$ cat src/hw/rtl/mdsl_pkg.sv
// ----------------------------------------------------------------------------
// mdsl_pkg
// Shared types and constants of the motor duty slew limiter.
// ----------------------------------------------------------------------------
package mdsl_pkg;

	localparam int DutyW  = 8;
	localparam int CmdW   = 16;
	localparam int MotorW = 2;
	localparam int CfgIdxW = 1;

	// configuration register indexes
	localparam logic [CfgIdxW-1:0] REG_SLEW_STEP = 1'b0;
	localparam logic [CfgIdxW-1:0] REG_MAX_DUTY  = 1'b1;

	localparam logic [DutyW-1:0] SLEW_STEP_RST = 8'd4;
	localparam logic [DutyW-1:0] MAX_DUTY_RST  = 8'd255;

	typedef struct packed {
		logic             rev;
		logic [DutyW-1:0] duty;
	} drive_state_t;

	typedef struct packed {
		logic [DutyW-1:0] slew_step;
		logic [DutyW-1:0] max_duty;
	} slew_cfg_t;

endpackage

$ cat src/hw/rtl/mdsl_if.sv
// ----------------------------------------------------------------------------
// mdsl_if
// Valid/ready channels for command words and drive words.
// ----------------------------------------------------------------------------
interface mdsl_cmd_if;
	logic                              valid;
	logic                              ready;
	logic [mdsl_pkg::MotorW-1:0]       motor_id;
	logic signed [mdsl_pkg::CmdW-1:0]  target_command;
	logic                              stop_all;

	modport source (output valid, output motor_id, output target_command,
		output stop_all, input ready);
	modport sink (input valid, input motor_id, input target_command,
		input stop_all, output ready);
endinterface

interface mdsl_drive_if;
	logic                         valid;
	logic                         ready;
	logic [mdsl_pkg::MotorW-1:0]  out_motor;
	logic                         drive_reverse;
	logic [mdsl_pkg::DutyW-1:0]   drive_duty;

	modport source (output valid, output out_motor, output drive_reverse,
		output drive_duty, input ready);
	modport sink (input valid, input out_motor, input drive_reverse,
		input drive_duty, output ready);
endinterface

$ cat src/hw/rtl/mdsl_slew.sv
// ----------------------------------------------------------------------------
// mdsl_slew
// Next drive state of one motor: command saturation and slew limiting.
// ----------------------------------------------------------------------------
module mdsl_slew (
	input  logic [mdsl_pkg::CmdW-1:0] target_command,
	input  mdsl_pkg::drive_state_t    cur,
	input  mdsl_pkg::slew_cfg_t       cfg,
	output mdsl_pkg::drive_state_t    nxt
);

	logic                          neg;
	logic [mdsl_pkg::CmdW:0]       mag;
	logic [mdsl_pkg::DutyW-1:0]    tduty;
	logic                          tdir;
	logic [mdsl_pkg::DutyW-1:0]    dn;
	logic [mdsl_pkg::DutyW-1:0]    dn_clamp;
	logic [mdsl_pkg::DutyW:0]      up;
	logic [mdsl_pkg::DutyW-1:0]    up_clamp;

	// magnitude of the command, -32768 included
	assign neg = target_command[mdsl_pkg::CmdW-1];
	assign mag = neg ? ((mdsl_pkg::CmdW+1)'(1) << mdsl_pkg::CmdW) - {1'b0, target_command}
		: {1'b0, target_command};

	assign tduty = (mag > (mdsl_pkg::CmdW+1)'(cfg.max_duty)) ? cfg.max_duty
		: mag[mdsl_pkg::DutyW-1:0];
	assign tdir  = neg && (tduty != '0);

	assign dn       = (cur.duty > cfg.slew_step) ? cur.duty - cfg.slew_step : '0;
	assign dn_clamp = (dn > cfg.max_duty) ? cfg.max_duty : dn;
	assign up       = {1'b0, cur.duty} + {1'b0, cfg.slew_step};
	assign up_clamp = (up > {1'b0, cfg.max_duty}) ? cfg.max_duty : up[mdsl_pkg::DutyW-1:0];

	always_comb begin
		nxt = cur;
		priority if (tdir != cur.rev) begin
			nxt.duty = dn;
			// direction flips only once the duty has reached zero
			if (dn == '0) begin
				nxt.rev = tdir;
			end
		end else if (cur.duty > tduty) begin
			nxt.duty = (dn_clamp < tduty) ? tduty : dn_clamp;
		end else if (cur.duty < tduty) begin
			nxt.duty = (up_clamp > tduty) ? tduty : up_clamp;
		end else begin
			nxt = cur;
		end
	end

endmodule

$ cat src/hw/rtl/motor_duty_slew_limiter.sv
// ----------------------------------------------------------------------------
// motor_duty_slew_limiter
// Slew limited direction and duty per motor channel.
//
//   channel  dir  word
//   cmd      in   motor_id, target_command, stop_all
//   drive    out  out_motor, drive_reverse, drive_duty
//   cfg_*    in   register write: slew_step (0), max_duty (1)
//
// One word per cycle while the drive word is not stalled; a command word passes
// through the input register and then the result register before it is
// presented as a drive word.
// The per-motor state is flip-flops, written as a word moves into the result
// register, so the next word reads the updated value without forwarding.
// A stalled drive word holds the input register; cmd.ready then follows
// drive.ready. arst_n clears the per-motor state and the valid flags and sets
// the configuration registers to their reset values.
// ----------------------------------------------------------------------------
module motor_duty_slew_limiter #(
	parameter int MOTORS = 4
) (
	input  logic                              clk,
	input  logic                              arst_n,
	mdsl_cmd_if.sink                          cmd,
	mdsl_drive_if.source                      drive,
	input  logic                              cfg_we,
	input  logic [mdsl_pkg::CfgIdxW-1:0]      cfg_index,
	input  logic [mdsl_pkg::DutyW-1:0]        cfg_data
);

	localparam int IdxW = (MOTORS > 1) ? $clog2(MOTORS) : 1;
	localparam int ExtW = (IdxW > mdsl_pkg::MotorW) ? IdxW : mdsl_pkg::MotorW;

	mdsl_pkg::slew_cfg_t cfg_q;

	logic                              valid_s1;
	logic [mdsl_pkg::MotorW-1:0]       motor_s1;
	logic [mdsl_pkg::CmdW-1:0]         command_s1;
	logic                              stop_s1;

	logic                              out_valid_q;
	logic [mdsl_pkg::MotorW-1:0]       out_motor_q;
	logic                              out_rev_q;
	logic [mdsl_pkg::DutyW-1:0]        out_duty_q;

	logic                              rev_q  [MOTORS];
	logic [mdsl_pkg::DutyW-1:0]        duty_q [MOTORS];

	logic                              adv;
	logic [ExtW-1:0]                   motor_ext;
	logic [IdxW-1:0]                   idx;
	logic                              in_range;
	mdsl_pkg::drive_state_t            cur;
	mdsl_pkg::drive_state_t            nxt;

	// configuration registers
	always_ff @(posedge clk or negedge arst_n) begin
		if (!arst_n) begin
			cfg_q.slew_step <= mdsl_pkg::SLEW_STEP_RST;
			cfg_q.max_duty  <= mdsl_pkg::MAX_DUTY_RST;
		end else if (cfg_we) begin
			unique case (cfg_index)
				mdsl_pkg::REG_SLEW_STEP: cfg_q.slew_step <= cfg_data;
				mdsl_pkg::REG_MAX_DUTY:  cfg_q.max_duty  <= cfg_data;
				default: ;
			endcase
		end
	end

	assign adv       = valid_s1 && (!out_valid_q || drive.ready);
	assign cmd.ready = !valid_s1 || adv;

	// input register
	always_ff @(posedge clk or negedge arst_n) begin
		if (!arst_n) begin
			valid_s1 <= 1'b0;
		end else if (cmd.ready) begin
			valid_s1 <= cmd.valid;
		end
	end

	always_ff @(posedge clk) begin
		if (cmd.ready && cmd.valid) begin
			motor_s1   <= cmd.motor_id;
			command_s1 <= cmd.target_command;
			stop_s1    <= cmd.stop_all;
		end
	end

	assign motor_ext = ExtW'(motor_s1);
	assign idx       = motor_ext[IdxW-1:0];
	assign in_range  = (32'(motor_s1) < 32'(MOTORS));

	always_comb begin
		cur = '0;
		if (in_range) begin
			cur.rev  = rev_q[idx];
			cur.duty = duty_q[idx];
		end
	end

	mdsl_slew u_slew (
		.target_command (command_s1),
		.cur            (cur),
		.cfg            (cfg_q),
		.nxt            (nxt)
	);

	// per-motor state, written as the word leaves the input register
	always_ff @(posedge clk or negedge arst_n) begin
		if (!arst_n) begin
			for (int i = 0; i < MOTORS; i++) begin
				rev_q[i]  <= 1'b0;
				duty_q[i] <= '0;
			end
		end else if (adv && in_range) begin
			for (int i = 0; i < MOTORS; i++) begin
				if (idx == IdxW'(i)) begin
					if (stop_s1) begin
						duty_q[i] <= '0;
					end else begin
						rev_q[i]  <= nxt.rev;
						duty_q[i] <= nxt.duty;
					end
				end
			end
		end
	end

	// result register
	always_ff @(posedge clk or negedge arst_n) begin
		if (!arst_n) begin
			out_valid_q <= 1'b0;
		end else if (adv) begin
			out_valid_q <= 1'b1;
		end else if (drive.ready) begin
			out_valid_q <= 1'b0;
		end
	end

	always_ff @(posedge clk) begin
		if (adv) begin
			out_motor_q <= motor_s1;
			if (stop_s1 || !in_range) begin
				out_rev_q  <= 1'b0;
				out_duty_q <= '0;
			end else begin
				out_rev_q  <= nxt.rev;
				out_duty_q <= nxt.duty;
			end
		end
	end

	assign drive.valid         = out_valid_q;
	assign drive.out_motor     = out_motor_q;
	assign drive.drive_reverse = out_rev_q;
	assign drive.drive_duty    = out_duty_q;

`ifndef SYNTH
	a_stop_zero: assert property (@(posedge clk) disable iff (!arst_n)
		adv && (stop_s1 || !in_range) |=> !drive.drive_reverse && drive.drive_duty == '0)
		else $error("stopped or unknown motor gave nonzero drive");

	a_flip_at_zero: assert property (@(posedge clk) disable iff (!arst_n)
		adv && in_range && !stop_s1 && nxt.rev != cur.rev |-> nxt.duty == '0)
		else $error("direction changed at nonzero duty");

	a_ready_hold: assert property (@(posedge clk) disable iff (!arst_n)
		!cmd.ready |-> valid_s1 && out_valid_q && !drive.ready)
		else $error("command stalled without a blocked drive word");

	a_out_follows: assert property (@(posedge clk) disable iff (!arst_n)
		adv |=> drive.valid && drive.out_motor == $past(motor_s1))
		else $error("drive word lost or motor index changed");
`endif

endmodule
$ cat src/flat_wrapper.sv
// flat-port wrapper written by rule: the top's interface ports become plain ports
module motor_duty_slew_limiter_flat 
#(
	parameter int MOTORS = 4
)
  (clk, arst_n, cfg_we, cfg_index, cfg_data, cmd_valid, cmd_motor_id, cmd_target_command, cmd_stop_all, cmd_ready, drive_valid, drive_out_motor, drive_drive_reverse, drive_drive_duty, drive_ready);
  mdsl_cmd_if cmd_i ();
  mdsl_drive_if drive_i ();
  input  logic clk;
  input  logic arst_n;
  input  logic cfg_we;
  input  logic [mdsl_pkg::CfgIdxW-1:0] cfg_index;
  input  logic [mdsl_pkg::DutyW-1:0] cfg_data;
  input wire logic [$bits(cmd_i.valid)-1:0] cmd_valid;
  input wire logic [$bits(cmd_i.motor_id)-1:0] cmd_motor_id;
  input wire logic [$bits(cmd_i.target_command)-1:0] cmd_target_command;
  input wire logic [$bits(cmd_i.stop_all)-1:0] cmd_stop_all;
  output wire logic [$bits(cmd_i.ready)-1:0] cmd_ready;
  output wire logic [$bits(drive_i.valid)-1:0] drive_valid;
  output wire logic [$bits(drive_i.out_motor)-1:0] drive_out_motor;
  output wire logic [$bits(drive_i.drive_reverse)-1:0] drive_drive_reverse;
  output wire logic [$bits(drive_i.drive_duty)-1:0] drive_drive_duty;
  input wire logic [$bits(drive_i.ready)-1:0] drive_ready;
  assign cmd_i.valid = cmd_valid;
  assign cmd_i.motor_id = cmd_motor_id;
  assign cmd_i.target_command = cmd_target_command;
  assign cmd_i.stop_all = cmd_stop_all;
  assign cmd_ready = cmd_i.ready;
  assign drive_valid = drive_i.valid;
  assign drive_out_motor = drive_i.out_motor;
  assign drive_drive_reverse = drive_i.drive_reverse;
  assign drive_drive_duty = drive_i.drive_duty;
  assign drive_i.ready = drive_ready;
  motor_duty_slew_limiter #(.MOTORS(MOTORS)) u_core (.clk(clk), .arst_n(arst_n), .cmd(cmd_i), .drive(drive_i), .cfg_we(cfg_we), .cfg_index(cfg_index), .cfg_data(cfg_data));
endmodule
$ cat config.mk
export PLATFORM = sky130hd
export DESIGN_NAME = motor_duty_slew_limiter_flat
export DESIGN_NICKNAME = d
export VERILOG_FILES = /design/src/hw/rtl/mdsl_pkg.sv /design/src/hw/rtl/mdsl_if.sv /design/src/hw/rtl/mdsl_slew.sv /design/src/hw/rtl/motor_duty_slew_limiter.sv /design/src/flat_wrapper.sv
export SDC_FILE = /design/constraint.sdc
export NUM_CORES = 1
export LEC_CHECK = 0
export BUFFER_PORTS_ARGS = -buffer_cell sky130_fd_sc_hd__buf_2
export CAP_MARGIN = 20
export CORE_AREA = 10 10 117 119
export CTS_CLUSTER_SIZE = 30
export DETAILED_ROUTE_END_ITERATION = 6
export DIE_AREA = 0 0 127 129
export GPL_TIMING_DRIVEN = 0
export HOLD_SLACK_MARGIN = 0.1
export PLACE_DENSITY = 0.76
export SLEW_MARGIN = 20
export SYNTH_ARGS = -nofsm -noshare
export SYNTH_HDL_FRONTEND = slang
export SYNTH_HIERARCHICAL = 1
export SYNTH_SLANG_ARGS = --single-unit
$ cat constraint.sdc
create_clock -name clk -period 14.5 [get_ports clk]
set_input_delay 0 -clock clk [delete_from_list [all_inputs] [get_ports clk]]
set_output_delay 0 -clock clk [all_outputs]
set_load 0.01 [all_outputs]
Word-level counts from Yosys, hierarchy flattened:

Cells that the tools add are included.

* $add $sub $neg: 3
* $mul: 0
* divide/modulo/power cells: 0
* $lt $le $gt $ge: 9
* eq/ne operators: 4
* shifts and indexed selects: 0
* muxes and demuxes: 20
* bitwise gates (word level): 3
* reductions and logical operators: 21

Operators by type and width (number)
* $mux W8: 11
* $gt A8 B8 Y1: 4
* $gt A17 B8 Y1: 1
* $mux W17: 1
* $sub A17 B16 Y17 const A: 1
* $bmux W8 S2: 1
* $lt A8 B8 Y1: 2
* $reduce_and A2 Y1: 6
* $reduce_and A3 Y1: 4
* $add A8 B8 Y9: 1
* $gt A9 B8 Y1: 1
* $mux W9: 1
* $logic_not A8 Y1: 1
* $reduce_bool A8 Y1: 1
* $sub A8 B8 Y8: 1
* $mux W1: 5
* $eq A2 B2 Y1 const B: 2
* $ge A3 B3 Y1 const B: 1
* $logic_and A1 B1 Y1: 3
* $not A2 Y3: 1
* $bmux W1 S2: 1
* $eq A2 B1 Y1 const B: 1
* $logic_not A1 Y1: 2
* $logic_not A2 Y1: 1
* 4 further kinds: 6

* flip-flop bits (word level): 84
* bits in latches: 0
* bits in writable memories: 0
* bits in read-only memories: 0
* input bits: 33
* output and inout port bits: 13
* logic and storage cells: 78
* memories kept: 0

Depth between registers and ports, before layout:

* depth in word-level cells: 13
* gate-level depth with buffers: 32
* mapped depth without buffers: 28

Modules after synthesis:

Netlist, hierarchy kept.

By module, submodules not included
* motor_duty_slew_limiter: instances 1, cells each 181, area an instance 3319.4 sq um, seq. area each 2263.4 sq um
* mdsl_slew: instances 1, cells each 441, area an instance 3134.3 sq um, seq. area each 0.0 sq um

Worst setup path before layout:

No wires, ideal clock.

* path type: reg-to-reg
* from: register u_core.motor_s1, in the netlist u_core/idx[1]
* to: register u_core/duty_q[12] in the netlist's numbering
* setup time: 0.125 ns
* data arrival time: 6.193 ns
* required time: 14.375 ns
* path slack: 8.181 ns
* cell stages (with the launch flop): 29
* buffers on the path: 5
* clock period less this slack: 6.319 ns
* path through: edfxtp_1 > clkbuf_1 > buf_2 > mux4_2 > ha_1 > clkbuf_1 > nor2b_1 > o31ai_1 > a21oi_1 > o31a_1 > clkbuf_1 > nor3b_1 > ha_1 > a21o_1 > a22oi_1 > a31oi_1 > o21ai_1 > clkbuf_1 > o21ai_0 > ha_1 > nand4_1 > nor2_1 > o41ai_2 > o21ai_1 > nor2_1 > a211oi_1 > o41ai_2 > nor2b_1 > mux2_4

RTL lines
* from (decl): RTL line motor_duty_slew_limiter.sv:37 `logic [mdsl_pkg::MotorW-1:0] motor_s1;`
* from (signal assigned): RTL line motor_duty_slew_limiter.sv:84 `motor_s1 <= cmd.motor_id;`
* to (signal, indexed assignment): RTL line motor_duty_slew_limiter.sv:123 `duty_q[i] <= nxt.duty;`
* to (decl): RTL line motor_duty_slew_limiter.sv:47 `logic [mdsl_pkg::DutyW-1:0] duty_q [MOTORS];`

==> flow_summary.yaml <==
status:
  outcome: "finished clean"
placement:
  portBuffers: 45
  place_inst: 810
  place_congestion: 0.9580
  dp_hpwl_microns: 13350
  pre_cts_slack_ns: 6.517
  dpl-instance-area_sq_um: 6858
yosys:
  synthDistinctLibCells: 85
  synth_edf_count: 30
  synth_top_area_share: 0.1745
  syn_area_sq_um: 6454
  yosysWarnings: 6
  synth_area_leaders: "dfrtp_1, edfxtp_1, ha_1"
  yosysSeqAreaShare: 0.3507
  async_reset_ff_frac: 0.6429
  ys_ff_latch: 84
  syn_inst: 622
  syn_nets: 716
  avgSynthCellArea_sq_um: 10.38
  synth_flop_cell: "dfrtp_1"
  yosys.area.top_type: "dfrtp_1"
  synth.most_common_cell: "ha_1"
  yosys-top-cells-count: "ha_1, mux2_2, dfrtp_1"
floorplanning:
  dieArea_sq_um: 16380
  die_w_microns: 127
  initial_core_util: 0.5701
  ios: 46
  rows: 39
  fp.dieH_microns: 129
  core_sq_um: 11320
routing:
  drc: 0
  dr.pass1.iters: 7
  vias: 5386
  vias_per_cell: 6.292
  antenna_left: 0
  wl_per_cell_microns: 20.34
  drtIter0Drc: 464
  drt-total-wl_microns: 17410
power_and_ir_drop:
  swShare: 0.4572
  power.switching_mw: 0.7378
  p_int_mw: 0.8760
  powerDensity_nw_per_um2: 216.5
  ir_drop_uv: 204.4
  clkPwrFrac: 0.137
  leakagePower_nw: 3.281
  seqPwrFrac: 0.221
  p_total_mw: 1.614
  comb_power_share: 0.642
worst_setup_path:
  worstSetupStartpointType: "flip-flop"
  crit_type: "flip-flop to flip-flop"
  cp.required_ns: 14.78
  rr_endpoint: "u_core/duty_q[4]"
  rrSetupSlack_ns: 6.34
  timing.rr.start: "u_core/idx[1]"
  arrival_ns: 8.44
  cp-end-kind: "flip-flop"
  r2r_cells: 27
  path_max_fanout: 10
cells_and_area:
  post-route-util: 0.6585
  final_nets: 802
  fillers: 881
  syn2layout_area_growth_pct: 15.51
  diodes: 0
  drive_gt1_frac: 0.2384
  stdcell_count: 856
  stdcell_area_sq_um: 7455
global_routing:
  overflow: 0
  grtUsageTotal: 0.2148
  antenna_found_initial: 0
  grt_max_degree: 55
  grt_pass1_vias: 5459
  grt_pass1_wl_microns: 28610
timing:
  max-slew-margin-rel: 0.3704
  finalClockSkew_ns: 0.01154
  min_period_over_period: 0.5628
  hold_ws_ns: 0.2291
  rsz0062_at_grt: "no"
  hold_viol_final: 0
  fmax_mhz: 122.5
  slew_viol_final: 0
  fin_ws_ns: 6.339
  tns_ns: 0
  tightest_slew_ns: 0.9364
  period_minus_slack_ns: 8.161
  setup_viol: 0
cts:
  cts_setup_buffers: 0
  htree_levels: 3
  cts_buffers: 9
  cts_resized: 0
  path_clk_slew_ns: 0.07
  clkLatencyLatePin_ns: 0.34
  cts_tree: "built"
  cts_buffer_depth: 2
  clock_sinks: 84
  root_buffer: "clkbuf_16"
job:
  maxCapViolCount: 0
hold_path:
  worst_hold_path_type: "input pin to asynchronous set/reset pin"
## repair_timing
action	CTS	global route
setup endpoints to repair	0	0
hold buffers	30	0
endpoints found under the hold margin	82	0
## cell families after synthesis
group / count (synthesis) / share of synthesized area
AO/OA/AOI/OAI: 144 / 0.1605
XOR/XNOR: 19 / 0.02695
adder cells (fa/ha/maj): 63 / 0.1239
buffers and inverters: 54 / 0.03742
flip-flops: 84 / 0.3507
multiplexers: 73 / 0.1458
AND/OR/NAND/NOR: 185 / 0.1547
## critical path, stage by stage, from the launching register on
cell	delay, ns
edfxtp_1	0.34
clkbuf_1	0.26
buf_2	0.33
mux4_2	0.43
ha_1	0.31
clkbuf_1	0.26
nor2b_1	0.21
o31ai_1	0.12
a21oi_1	0.21
o31a_1	0.20
clkbuf_1	0.30
nor3b_1	0.66
ha_1	0.39
a21o_1	0.19
a22oi_1	0.14
a31oi_1	0.11
o21ai_1	0.54
clkbuf_1	0.35
o21ai_0	0.23
ha_1	0.35
nand4_1	0.10
nor2_1	0.23
o41ai_2	0.15
o21ai_1	0.48
a211oi_1	0.20
o41ai_2	0.40
nor2b_1	0.37
mux2_2	0.22
## power groups by stage
stage	Combinational (mW)	Clock (mW)	Sequential, mW
final	1.04	0.221	0.356
after global routing	1.14	0.236	0.364
after CTS	1.01	0.227	0.356
after detailed placement	0.999	0	0.360
after global placement	0.981	0	0.355
after floorplan	0.756	0	0.352
## placed cells by master, fill, tap and decap left out, types with 10 or more instances in the layout
master,count
ha_1,59
mux2_2,46
buf_2,45
dfrtp_1,45
nor2_1,40
nand2_1,38
inv_1,34
dlygate4sd3_1,30
edfxtp_1,30
o21ai_0,27
a21oi_1,22
nor2b_1,19
xnor2_1,15
nor3_1,14
clkbuf_1,13
nand2b_1,11
nand4_1,11
mux2i_1,10
## metal layers
layer	track usage	share of wire
met3	0.03368	0.049
met5	0	0
met1	0.2811	0.45
met4	0.07703	0.029
met2	0.3524	0.48
## worst max path at each step
| stage | startpoint | endpoint | slack [ns] | depth (start not counted) |
|---|---|---|---|---|
| after floorplan | u_core/idx[1] | u_core/duty_q[12] | 8.18 | 28 |
| after global placement | u_core/idx[1] | u_core/duty_q[20] | 6.52 | 27 |
| after detailed placement | u_core/idx[1] | u_core/duty_q[4] | 6.52 | 27 |
| after CTS | u_core/idx[1] | u_core/duty_q[4] | 6.46 | 27 |
| after global routing | u_core/idx[1] | u_core/duty_q[28] | 5.79 | 27 |
| final | u_core/idx[1] | u_core/duty_q[4] | 6.34 | 27 |
## layout make-up
class / count / area [sq um] / share of cell area
Clock buffer: 9 / 225.2 / 0.03021
Clock inverter: 7 / 68.82 / 0.009231
Timing Repair Buffer: 75 / 528.0 / 0.07083
Sequential cell: 84 / 2263 / 0.3036
Inverter: 34 / 127.6 / 0.01712
Multi-Input combinational cell: 484 / 3949 / 0.5297
Tap cell: 143 / 178.9 / 0.02400
Buffer: 20 / 113.9 / 0.01527
## registers in the layout (all words and copies together) (netlist names)
signal and count:
u_core/drive.drive_reverse 1, u_core/duty_q 32, u_core/command_s1 16, u_core/valid_s1 1
u_core/cfg_q 16, u_core/idx 2, u_core/drive.out_motor 2, u_core/stop_s1 1
u_core/rev_q 4, u_core/drive.valid 1, u_core/drive.drive_duty 8
No activity file was read; power rests on OpenSTA's default activity.
